## src/design/kcl_pkg.sv

```systemverilog
`timescale 1ns / 1ps

package kcl_pkg;

	// Passcode length in characters.
	localparam int CODE_LEN = 6;
	localparam int CNT_W = $clog2(CODE_LEN + 1);

	// The passcode register holds this many characters; later positions read as zero.
	localparam int NUM_CHARS = 6;

	localparam int KEY_W = 8;
	localparam int CODE_W = NUM_CHARS * KEY_W;
	localparam int SERVO_W = 10;
	localparam int LIMIT_W = 8;
	localparam int DUTY_W = 8;
	localparam int MODE_W = 3;
	localparam int MSG_W = 3;
	localparam int CFG_IDX_W = 3;

	localparam logic [MSG_W-1:0] MSG_NONE = 3'd0;
	localparam logic [MSG_W-1:0] MSG_LOCKED = 3'd1;
	localparam logic [MSG_W-1:0] MSG_UNLOCKED = 3'd2;
	localparam logic [MSG_W-1:0] MSG_WRONG = 3'd3;
	localparam logic [MSG_W-1:0] MSG_LOCKING = 3'd4;
	localparam logic [MSG_W-1:0] MSG_CLEARED = 3'd5;

	localparam logic [MODE_W-1:0] MODE_LOCKED = 3'd1;
	localparam logic [MODE_W-1:0] MODE_UNLOCKED = 3'd3;

	localparam logic [CFG_IDX_W-1:0] CFG_PASS_CODE = 3'd0;
	localparam logic [CFG_IDX_W-1:0] CFG_UNLOCK_SERVO = 3'd1;
	localparam logic [CFG_IDX_W-1:0] CFG_LOCK_SERVO = 3'd2;
	localparam logic [CFG_IDX_W-1:0] CFG_ALARM_LIMIT = 3'd3;
	localparam logic [CFG_IDX_W-1:0] CFG_ALARM_DUTY = 3'd4;

	localparam logic [CODE_W-1:0] PASS_CODE_RST = 48'd38707104198947;
	localparam logic [SERVO_W-1:0] UNLOCK_SERVO_RST = 10'd316;
	localparam logic [SERVO_W-1:0] LOCK_SERVO_RST = 10'd535;
	localparam logic [LIMIT_W-1:0] ALARM_LIMIT_RST = 8'd10;
	localparam logic [DUTY_W-1:0] ALARM_DUTY_RST = 8'd100;

	typedef struct packed {
		logic [MODE_W-1:0] lock_mode;
		logic key_matched;
		logic key_mismatch;
		logic servo_write;
		logic [SERVO_W-1:0] servo_value;
		logic [MSG_W-1:0] display_msg;
		logic unlocked;
		logic locked_any;
	} lock_res_t;

	typedef struct packed {
		logic alarm_active;
		logic [DUTY_W-1:0] speaker_level;
		logic alert_send;
	} alarm_res_t;

endpackage

```

## src/design/kcl_lock.sv

```systemverilog
`timescale 1ns / 1ps

module kcl_lock (
	input  logic clk,
	input  logic arst_n,
	input  logic step,
	input  logic [kcl_pkg::KEY_W-1:0] key,
	input  logic [kcl_pkg::CODE_W-1:0] pass_code,
	input  logic [kcl_pkg::SERVO_W-1:0] unlock_servo_value,
	input  logic [kcl_pkg::SERVO_W-1:0] lock_servo_value,
	output kcl_pkg::lock_res_t res
);

	typedef enum logic [kcl_pkg::MODE_W-1:0] {
		ST_START = 3'd0,
		ST_LOCKED = 3'd1,
		ST_LOCKED_HELD = 3'd2,
		ST_UNLOCKED = 3'd3,
		ST_UNLOCKED_HELD = 3'd4,
		ST_LOCKING = 3'd5
	} phase_t;

	phase_t phase_q, phase_d;
	logic [kcl_pkg::CNT_W-1:0] cnt_q, cnt_d;
	logic [kcl_pkg::KEY_W-1:0] exp_char;
	logic cnt_below;
	logic key_fits;

	assign cnt_below = (cnt_q < kcl_pkg::CNT_W'(kcl_pkg::CODE_LEN));

	always_comb begin
		exp_char = '0;
		for (int i = 0; i < kcl_pkg::NUM_CHARS; i++) begin
			if (cnt_q == kcl_pkg::CNT_W'(i)) begin
				exp_char = pass_code[i*kcl_pkg::KEY_W +: kcl_pkg::KEY_W];
			end
		end
	end

	assign key_fits = cnt_below && (key == exp_char);

	always_comb begin
		phase_d = phase_q;
		cnt_d = cnt_q;
		res = '0;
		case (phase_q)
			ST_START: begin
				cnt_d = '0;
				phase_d = ST_UNLOCKED;
			end
			ST_LOCKED, ST_UNLOCKED: begin
				if (key != '0) begin
					phase_d = (phase_q == ST_LOCKED) ? ST_LOCKED_HELD : ST_UNLOCKED_HELD;
					if (key_fits) begin
						res.key_matched = 1'b1;
						cnt_d = cnt_q + 1'b1;
					end else begin
						res.key_mismatch = 1'b1;
						res.display_msg = (phase_q == ST_LOCKED) ? kcl_pkg::MSG_CLEARED
							: kcl_pkg::MSG_WRONG;
						cnt_d = '0;
					end
				end
			end
			ST_LOCKED_HELD: begin
				if (key == '0) begin
					if (cnt_below) begin
						phase_d = ST_LOCKED;
					end else begin
						res.servo_write = 1'b1;
						res.servo_value = unlock_servo_value;
						phase_d = ST_UNLOCKED;
						cnt_d = '0;
					end
				end
			end
			ST_UNLOCKED_HELD: begin
				if (key == '0) begin
					if (cnt_below) begin
						phase_d = ST_UNLOCKED;
					end else begin
						phase_d = ST_LOCKING;
						cnt_d = '0;
					end
				end
			end
			ST_LOCKING: begin
				if (cnt_below) begin
					res.display_msg = kcl_pkg::MSG_LOCKING;
					cnt_d = cnt_q + 1'b1;
					res.servo_write = 1'b1;
					res.servo_value = lock_servo_value;
				end else begin
					phase_d = ST_LOCKED;
					cnt_d = '0;
				end
			end
			default: begin
				phase_d = ST_START;
				cnt_d = '0;
			end
		endcase
		if (phase_d == ST_LOCKED) begin
			res.display_msg = kcl_pkg::MSG_LOCKED;
		end else if (phase_d == ST_UNLOCKED) begin
			res.display_msg = kcl_pkg::MSG_UNLOCKED;
		end
		res.lock_mode = phase_d;
		res.unlocked = (phase_d == ST_UNLOCKED);
		res.locked_any = (phase_d == ST_LOCKED) || (phase_d == ST_LOCKED_HELD);
	end

	always_ff @(posedge clk or negedge arst_n) begin
		if (!arst_n) begin
			phase_q <= ST_START;
			cnt_q <= '0;
		end else if (step) begin
			phase_q <= phase_d;
			cnt_q <= cnt_d;
		end
	end

endmodule

```

## src/design/kcl_alarm.sv

```systemverilog
`timescale 1ns / 1ps

module kcl_alarm (
	input  logic clk,
	input  logic arst_n,
	input  logic step,
	input  logic motion,
	input  logic link_ready,
	input  logic unlocked,
	input  logic locked_any,
	input  logic [kcl_pkg::LIMIT_W-1:0] alarm_phase_limit,
	input  logic [kcl_pkg::DUTY_W-1:0] alarm_duty,
	output kcl_pkg::alarm_res_t res
);

	typedef enum logic [1:0] {
		AL_OFF = 2'd0,
		AL_SOUND = 2'd1,
		AL_SILENT = 2'd2
	} alarm_t;

	alarm_t al_q, al_d;
	logic [kcl_pkg::LIMIT_W-1:0] count_q, count_d;

	always_comb begin
		al_d = al_q;
		count_d = count_q;
		case (al_q)
			AL_SOUND, AL_SILENT: begin
				if (unlocked) begin
					al_d = AL_OFF;
				end else if (count_q <= alarm_phase_limit) begin
					count_d = count_q + 1'b1;
				end else begin
					al_d = (al_q == AL_SOUND) ? AL_SILENT : AL_SOUND;
					count_d = '0;
				end
			end
			default: begin
				al_d = (locked_any && motion) ? AL_SOUND : AL_OFF;
			end
		endcase
		res.alarm_active = (al_d == AL_SOUND);
		res.speaker_level = res.alarm_active ? alarm_duty : '0;
		res.alert_send = res.alarm_active && link_ready;
	end

	always_ff @(posedge clk or negedge arst_n) begin
		if (!arst_n) begin
			al_q <= AL_OFF;
			count_q <= '0;
		end else if (step) begin
			al_q <= al_d;
			count_q <= count_d;
		end
	end

endmodule

```

## src/design/keypad_code_lock_with_alarm.sv

```systemverilog
`timescale 1ns / 1ps

// Each accepted item's result is registered into the output register; the lock and alarm
// state update in the accept cycle. Throughput: one item per cycle when no result waits.
// A waiting result does not block input while the downstream side takes it in the same cycle.
// Reset (arst_n low, asynchronous) puts both machines in their start states and
// restores every configuration register to its default value.
module keypad_code_lock_with_alarm (
	input  logic clk,
	input  logic arst_n,
	input  logic in_valid,
	output logic in_ready,
	input  logic [kcl_pkg::KEY_W-1:0] key,
	input  logic motion,
	input  logic link_ready,
	output logic out_valid,
	input  logic out_ready,
	output logic [kcl_pkg::MODE_W-1:0] lock_mode,
	output logic key_matched,
	output logic key_mismatch,
	output logic servo_write,
	output logic [kcl_pkg::SERVO_W-1:0] servo_value,
	output logic [kcl_pkg::MSG_W-1:0] display_msg,
	output logic alarm_active,
	output logic [kcl_pkg::DUTY_W-1:0] speaker_level,
	output logic alert_send,
	input  logic cfg_valid,
	output logic cfg_ready,
	input  logic [kcl_pkg::CFG_IDX_W-1:0] cfg_index,
	input  logic [kcl_pkg::CODE_W-1:0] cfg_data
);

	logic [kcl_pkg::CODE_W-1:0] pass_code_q;
	logic [kcl_pkg::SERVO_W-1:0] unlock_servo_q;
	logic [kcl_pkg::SERVO_W-1:0] lock_servo_q;
	logic [kcl_pkg::LIMIT_W-1:0] alarm_limit_q;
	logic [kcl_pkg::DUTY_W-1:0] alarm_duty_q;

	logic step;
	logic out_valid_q;
	kcl_pkg::lock_res_t lock_res, lock_res_q;
	kcl_pkg::alarm_res_t alarm_res, alarm_res_q;

	assign cfg_ready = 1'b1;
	assign in_ready = !out_valid_q || out_ready;
	assign step = in_valid && in_ready;

	always_ff @(posedge clk or negedge arst_n) begin
		if (!arst_n) begin
			pass_code_q <= kcl_pkg::PASS_CODE_RST;
			unlock_servo_q <= kcl_pkg::UNLOCK_SERVO_RST;
			lock_servo_q <= kcl_pkg::LOCK_SERVO_RST;
			alarm_limit_q <= kcl_pkg::ALARM_LIMIT_RST;
			alarm_duty_q <= kcl_pkg::ALARM_DUTY_RST;
		end else if (cfg_valid) begin
			case (cfg_index)
				kcl_pkg::CFG_PASS_CODE: pass_code_q <= cfg_data;
				kcl_pkg::CFG_UNLOCK_SERVO: unlock_servo_q <= cfg_data[kcl_pkg::SERVO_W-1:0];
				kcl_pkg::CFG_LOCK_SERVO: lock_servo_q <= cfg_data[kcl_pkg::SERVO_W-1:0];
				kcl_pkg::CFG_ALARM_LIMIT: alarm_limit_q <= cfg_data[kcl_pkg::LIMIT_W-1:0];
				kcl_pkg::CFG_ALARM_DUTY: alarm_duty_q <= cfg_data[kcl_pkg::DUTY_W-1:0];
				default: ;
			endcase
		end
	end

	kcl_lock u_lock (
		.clk(clk),
		.arst_n(arst_n),
		.step(step),
		.key(key),
		.pass_code(pass_code_q),
		.unlock_servo_value(unlock_servo_q),
		.lock_servo_value(lock_servo_q),
		.res(lock_res)
	);

	kcl_alarm u_alarm (
		.clk(clk),
		.arst_n(arst_n),
		.step(step),
		.motion(motion),
		.link_ready(link_ready),
		.unlocked(lock_res.unlocked),
		.locked_any(lock_res.locked_any),
		.alarm_phase_limit(alarm_limit_q),
		.alarm_duty(alarm_duty_q),
		.res(alarm_res)
	);

	always_ff @(posedge clk or negedge arst_n) begin
		if (!arst_n) begin
			out_valid_q <= 1'b0;
		end else if (step) begin
			out_valid_q <= 1'b1;
		end else if (out_ready) begin
			out_valid_q <= 1'b0;
		end
	end

	always_ff @(posedge clk) begin
		if (step) begin
			lock_res_q <= lock_res;
			alarm_res_q <= alarm_res;
		end
	end

	assign out_valid = out_valid_q;
	assign lock_mode = lock_res_q.lock_mode;
	assign key_matched = lock_res_q.key_matched;
	assign key_mismatch = lock_res_q.key_mismatch;
	assign servo_write = lock_res_q.servo_write;
	assign servo_value = lock_res_q.servo_value;
	assign display_msg = lock_res_q.display_msg;
	assign alarm_active = alarm_res_q.alarm_active;
	assign speaker_level = alarm_res_q.speaker_level;
	assign alert_send = alarm_res_q.alert_send;

`ifndef NO_ASSERTIONS
	a_match_excl: assert property (@(posedge clk) disable iff (!arst_n)
		out_valid |-> !(key_matched && key_mismatch))
		else $error("Key reported as both matched and mismatched.");

	a_servo_idle: assert property (@(posedge clk) disable iff (!arst_n)
		(out_valid && !servo_write) |-> (servo_value == '0))
		else $error("Servo value driven without a servo command.");

	a_locked_msg: assert property (@(posedge clk) disable iff (!arst_n)
		(out_valid && lock_mode == kcl_pkg::MODE_LOCKED) |-> (display_msg == kcl_pkg::MSG_LOCKED))
		else $error("Locked state without the locked message.");

	a_unlocked_quiet: assert property (@(posedge clk) disable iff (!arst_n)
		(out_valid && lock_mode == kcl_pkg::MODE_UNLOCKED) |-> !alarm_active)
		else $error("Alarm sounding in the unlocked state.");

	a_alert_sound: assert property (@(posedge clk) disable iff (!arst_n)
		(out_valid && alert_send) |-> alarm_active)
		else $error("Alert requested while the alarm is silent.");
`endif

endmodule

```

## config.mk

```make
export PLATFORM = sky130hd
export DESIGN_NAME = keypad_code_lock_with_alarm
export DESIGN_NICKNAME = d
export VERILOG_FILES = /design/src/design/kcl_pkg.sv /design/src/design/kcl_lock.sv /design/src/design/kcl_alarm.sv /design/src/design/keypad_code_lock_with_alarm.sv
export SDC_FILE = /design/constraint.sdc
export NUM_CORES = 1
export LEC_CHECK = 0
export BUFFER_PORTS_ARGS = -buffer_cell sky130_fd_sc_hd__buf_2
export CORE_ASPECT_RATIO = 1.25
export CORE_MARGIN = 2
export CORE_UTILIZATION = 35
export CTS_CLUSTER_SIZE = 10
export DETAILED_ROUTE_END_ITERATION = 6
export PLACE_DENSITY = 0.62
export SLEW_MARGIN = 20
export SYNTH_ARGS = -nofsm -noshare
export SYNTH_HDL_FRONTEND = slang
export SYNTH_SLANG_ARGS = --single-unit
export TNS_END_PERCENT = 20
```

## constraint.sdc

```tcl
create_clock -name clk -period 6.6 [get_ports clk]
set_input_delay 0.99 -clock clk [delete_from_list [all_inputs] [get_ports clk]]
set_output_delay 0.99 -clock clk [all_outputs]
set_load 0.01 [all_outputs]
```

* Word-level counts from Yosys, hierarchy flattened
Cells that the tools add are included.
** Word-level totals
- Flip-flop bits (word level) :: 130
- Input port bits :: 66
- Output and inout bits :: 32
- Word-level logic and storage cells :: 113
** Cells by class
- $add $sub $neg :: 2
- Order comparisons :: 2
- Equal/unequal tests :: 24
- Multiplexer cells :: 39
- Bitwise logic cells :: 1
- Reduce and logical (&&, ||, !) cells :: 25
** Operators with widths (number)
- two-way mux 8 bit :: 7
- two-way mux 3 bit :: 14
- == test 3 x 2 -> 1 bit (second input constant) :: 8
- two-way mux 11 bit :: 2
- case mux 11 bit (2 select lines) :: 1
- == test 3 bit (second input constant) :: 5
- case mux 3 bit (5 select lines) :: 1
- two-way mux 14 bit :: 1
- == test 3 x 1 -> 1 bit (second input constant) :: 4
- two-way mux 2 bit :: 6
- AND reduction 2 bit :: 6
- zero test 3 bit :: 3
- case mux 3 bit (3 select lines) :: 1
- adder 8 x 1 -> 8 bit (second input constant) :: 1
- == test 8 bit :: 1
- less-or-equal comparator 8 bit :: 1
- zero test 8 bit :: 1
- nonzero test 8 bit :: 1
- OR reduction 2 bit :: 4
- case mux 3 bit (2 select lines) :: 1
- two-way mux 1 bit :: 5
- == test 2 x 1 -> 1 bit (second input constant) :: 2
- logical AND 1 bit :: 4
- != test 2 x 1 -> 1 bit (second input constant) :: 2
- other kinds (10) :: 11

* Longest topological paths before layout
- Depth in word-level cells :: 13
- Depth in mapped cells :: 12
- Mapped depth without buffers :: 9

* By module
Synthesis repeated with hierarchy kept, for this count alone.
** Unflattened totals
- Cells, all modules :: 517
- Area total of the unflattened synthesis :: 6364.9 µm²
** Modules (own cells, without submodules)
- keypad_code_lock_with_alarm :: instances 1, cells each 216, area an instance 4132.7 µm²
- kcl_lock :: instances 1, cells each 180, area an instance 1285.0 µm²
- kcl_alarm :: instances 1, cells each 121, area an instance 947.2 µm²

* Worst setup path before layout
OpenSTA, ideal clock, no wires.
- Path type :: reg-to-reg
- From :: register u_lock.cnt_q[0] (netlist name)
- To :: register lock_res_q, in the netlist display_msg[1] (data pin)
- Setup time :: 0.256 ns
- Data arrival time :: 3.019 ns
- Required time :: 6.344 ns
- Path slack :: 3.325 ns
- Stages on the path, launching flop included :: 11
- Path buffers :: 1
- Clock period less this slack :: 3.275 ns
- Cells stage by stage :: dfrtp_1 > ha_1 > ha_1 > or2_1 > buf_6 > a221oi_4 > o22ai_1 > a2111o_1 > or3_1 > or4_4 > a41o_1
** Between the ends
- Longest elaborated chain between the ends :: 13
- Elaborated cells on any way between the ends :: 27
** Ends and longest elaborated chain
- start, declared :: line kcl_lock.sv:24 : logic [kcl_pkg::CNT_W-1:0] cnt_q, cnt_d;
- start signal, assigned :: line kcl_lock.sv:119 : cnt_q <= cnt_d;
- zero test 3 bit :: line kcl_lock.sv:34 : if (cnt_q == kcl_pkg::CNT_W'(i)) begin
- two-way mux 8 bit (6 in series) :: line kcl_lock.sv:34
- == test 8 bit :: line kcl_lock.sv:40 : assign key_fits = cnt_below && (key == exp_char);
- logical AND 1 bit :: line kcl_lock.sv:40
- two-way mux 3 bit :: line kcl_lock.sv:54 : if (key_fits) begin
- two-way mux 3 bit :: line kcl_lock.sv:52 : if (key != '0) begin
- case mux 3 bit (2 select lines) :: line kcl_lock.sv:46 : case (phase_q)
- two-way mux 2 bit :: line kcl_lock.sv:105 : end else if (phase_d == ST_UNLOCKED) begin
- end signal, assigned :: line keypad_code_lock_with_alarm.sv:103 : lock_res_q <= lock_res;
- end, declared :: line keypad_code_lock_with_alarm.sv:41 : kcl_pkg::lock_res_t lock_res, lock_res_q;
Parallel ways exist; a longest one is shown, timed or not.
A chain may end at the register's enable or synchronous reset.

* Worst setup path after layout
- From :: register u_lock.cnt_q[1] (netlist name)
- To :: register lock_res_q, in the netlist display_msg[0] (data pin)
The elaborated chain is that of the path after synthesis.

==> metrics.md <==
| Metric | Value |
|---|---|
| Tmin final | 4.091 ns |
| Die H | 153.7 um |
| Leading post-synthesis cells by cell area | dfrtp_1, dfstp_2, mux2_2 |
| Syn nets | 606 |
| Wire per inst | 17.22 um |
| Max Slew Vio Count | 0 |
| Post-route ant nets | 0 |
| Hold Vio Cnt, Final | 0 |
| Power Total | 2.816 mW |
| Multi-input gate area | 2644 um^2 |
| H-tree Lvls | 4 |
| Commonest non-fill, non-tap cell in the layout | buf_2 |
| Max-Cap Viols | 0 |
| Largest net degree at the start of global routing | 72 |
| Fillcell total | 1630 |
| Core Area | 17500 um^2 |
| Total GRT Usage | 0.1615 |
| Worst-Skew Late Latency | 0.42 ns |
| Critical Path End Type | flop |
| Post-route DRC | 0 |
| Type of origin of the critical path | flop |
| CTS resizes | 0 |
| Final period utilization | 0.6198 |
| Yosys reg bits | 130 |
| Status | complete, no violations |
| Layout cell share with drive strength beyond 1 | 0.4136 |
| Final WL | 14720 um |
| Routed via count divided by cell count | 5.222 |
| Type of the tightest min-delay check | flop to flop |
| Synth Warn # | 0 |
| Hold_buf cts | 0 |
| Setup bufs post-CTS | 0 |
| Worst EP required | 6.74 ns |
| Fraction of registers with async set/reset | 0.7769 |
| Top FF cell, synth | dfrtp_1 |
| GRT Residual Overflow | 0 |
| Syn Std Cell Area | 6276 um^2 |
| Slowest-stage cell, CP | ha_1 |
| TNS Setup | 0 ns |
| Vias in the first global route | 4589 |
| Hold_ws | 0.4906 ns |
| Fmax | 244.4 MHz |
| Iter 0 DRT Violations | 176 |
| Clock transition at path regs | 0.06 ns |
| Longest Clk Path Bufs | 2 |
| Core Rows | 54 |
| Commonest non-fill, non-tap cells in the layout | buf_2, mux2_2, dfrtp_1 |
| Pwr Density | 371.3 nW/um^2 |
| Initial antenna violation count | 0 |
| Setup violators final | 0 |
| Maximum VDD drop | 0.1936 mV |
| Synth-to-layout area growth | 20.83% |
| Final instance area | 7584 um^2 |
| Mean Syn Cell Area | 11.95 um^2 |
| Critical path arrival | 4.23 ns |
| IO Port Bufs | 96 |
| Clock tree from TritonCTS | done |
| DR pass1 iterations | 5 |
| Sequential share of the synthesized area | 0.5482 |
| GP Congestion | 0.9406 |
| DP Wirelength | 10780 um |
| Final Core Density | 0.4334 |
| Layout Nets | 699 |
| Critical path's largest stage delay | 0.86 ns |
| Root Driver | clkbuf_16 |
| Total CTS buffers | 17 |
| Clock skew | 0.009009 ns |
| Mapped Cells | 525 |
| Distinct cells, synth | 62 |
| Cell taking the most area after synthesis | dfrtp_1 |
| DP Area | 6979 um^2 |
| RSZ-0062 raised after global routing | no |
| Setup CP Type | flop to flop |
| Die area | 19030 um^2 |
| EDFF count, synth | 29 |
| Synth top area share | 0.2671 |
| Top Ports | 98 |
| Slew margin rel. | 0.2838 |
| Die width | 123.8 um |
| First-pass GRT wire length | 23830 um |
| Lkg Pwr | 3.249 nW |
| DR vias | 4465 |
| Cells along the critical path | inv_1, ha_1, a21oi_1, a221oi_4, o22ai_1, a2111o_1, or3_1, nor4_1, o2bb2ai_1 |
| Peak fanout along the critical path | 34 |
| Initial Utilization | 0.3586 |
| Ant diodes | 0 |
| Register Area | 3441 um^2 |
| Worst Tran Pin Value | 1.066 ns |
| Clock sink total | 130 |
==> registers in the layout (all words and copies together) (netlist names), 2 cells and up <==
register,flops
alarm_duty_q,8
alarm_limit_q,8
display_msg,3
lock_mode,3
lock_servo_q,10
pass_code_q,48
servo_value,10
speaker_level,8
u_alarm.al_q,2
u_alarm.count_q,8
u_lock.cnt_q,3
u_lock.phase_q,3
unlock_servo_q,10
==> metrics by stage <==
stage	std cells	worst slack [ns]
5_1_grt	855	2.245
6_report	855	2.509
3_3_place_gp	823	2.662
3_5_place_dp	823	2.541
2_1_floorplan	525	3.325
4_1_cts	855	2.512
==> layout make-up <==
type / count / area share
sequential: 130 / 0.4537
multi-input combinational: 344 / 0.3486
timing repair buffer: 102 / 0.06963
clock buffer: 17 / 0.05610
tap: 224 / 0.03696
clock inverter: 15 / 0.02359
inverter: 23 / 0.01138
==> cell usage after synthesis, types with 4 or more instances <==
cell type  count
nor2_1        24
and3_1        14
nand2_1       40
o22ai_1        5
nand3b_1      11
nand3_1        9
o31ai_1        7
mux2i_1        5
a22o_1        11
a21o_1         6
nand2b_1       7
dfstp_2       34
o21ai_0       28
ha_1          15
a21oi_1       22
edfxtp_1      29
clkbuf_1      23
nor4_1         4
dfrtp_1       67
inv_1         21
mux2_2        79
==> where the power goes <==
group          internal, mW  leakage, nW  switching [mW]
registers              1.04         1.47           0.127
clock network         0.598        0.294           0.365
logic                 0.315         1.49           0.367
==> per-layer routing <==
layer / GRT usage / wire length [um]
met4: 0.06061 / 276
met1: 0.1977 / 6257
met5: 0 / 0
met3: 0.03783 / 585
met2: 0.2734 / 7603
==> path summary, 6_finish.rpt <==
path / cells after the start / start / slack, ns / to
setup / recovery: 9 / u_lock.cnt_q[1] / 2.51 / display_msg[0]
hold / removal: 1 / u_alarm.count_q[7] / 0.49 / u_alarm.count_q[7]
setup reg to reg: 9 / u_lock.cnt_q[1] / 2.51 / display_msg[0]
hold reg to reg: 1 / u_alarm.count_q[7] / 0.49 / u_alarm.count_q[7]
max in group asynchronous: 2 / arst_n / 4.89 / alarm_duty_q[4]
min in group asynchronous: 1 / arst_n / 0.50 / pass_code_q[42]
==> kinds of logic (layout without fill, tap and decap cells) <==
group | after synthesis | count (layout) | synth area share
xor+xnor | 2 | 2 | 0.002792
simple gates | 132 | 132 | 0.1110
fa+ha+maj | 15 | 15 | 0.02990
mux | 84 | 84 | 0.1497
other cells | 1 | 1 | 0.0005975
compound gates | 110 | 110 | 0.1234
buf+inv | 51 | 157 | 0.03429
flops | 130 | 130 | 0.5482
==> critical path, delay by kind of cell, from the launching register on <==
kind,cells,cell delay [ns]
AOI/OAI and AO/OA,5,1.26
and+or+nand+nor,2,1.09
adders and majority gates,1,0.86
DFF,1,0.46
buffers and inverters,1,0.15
No activity file was read; power rests on OpenSTA's default activity.
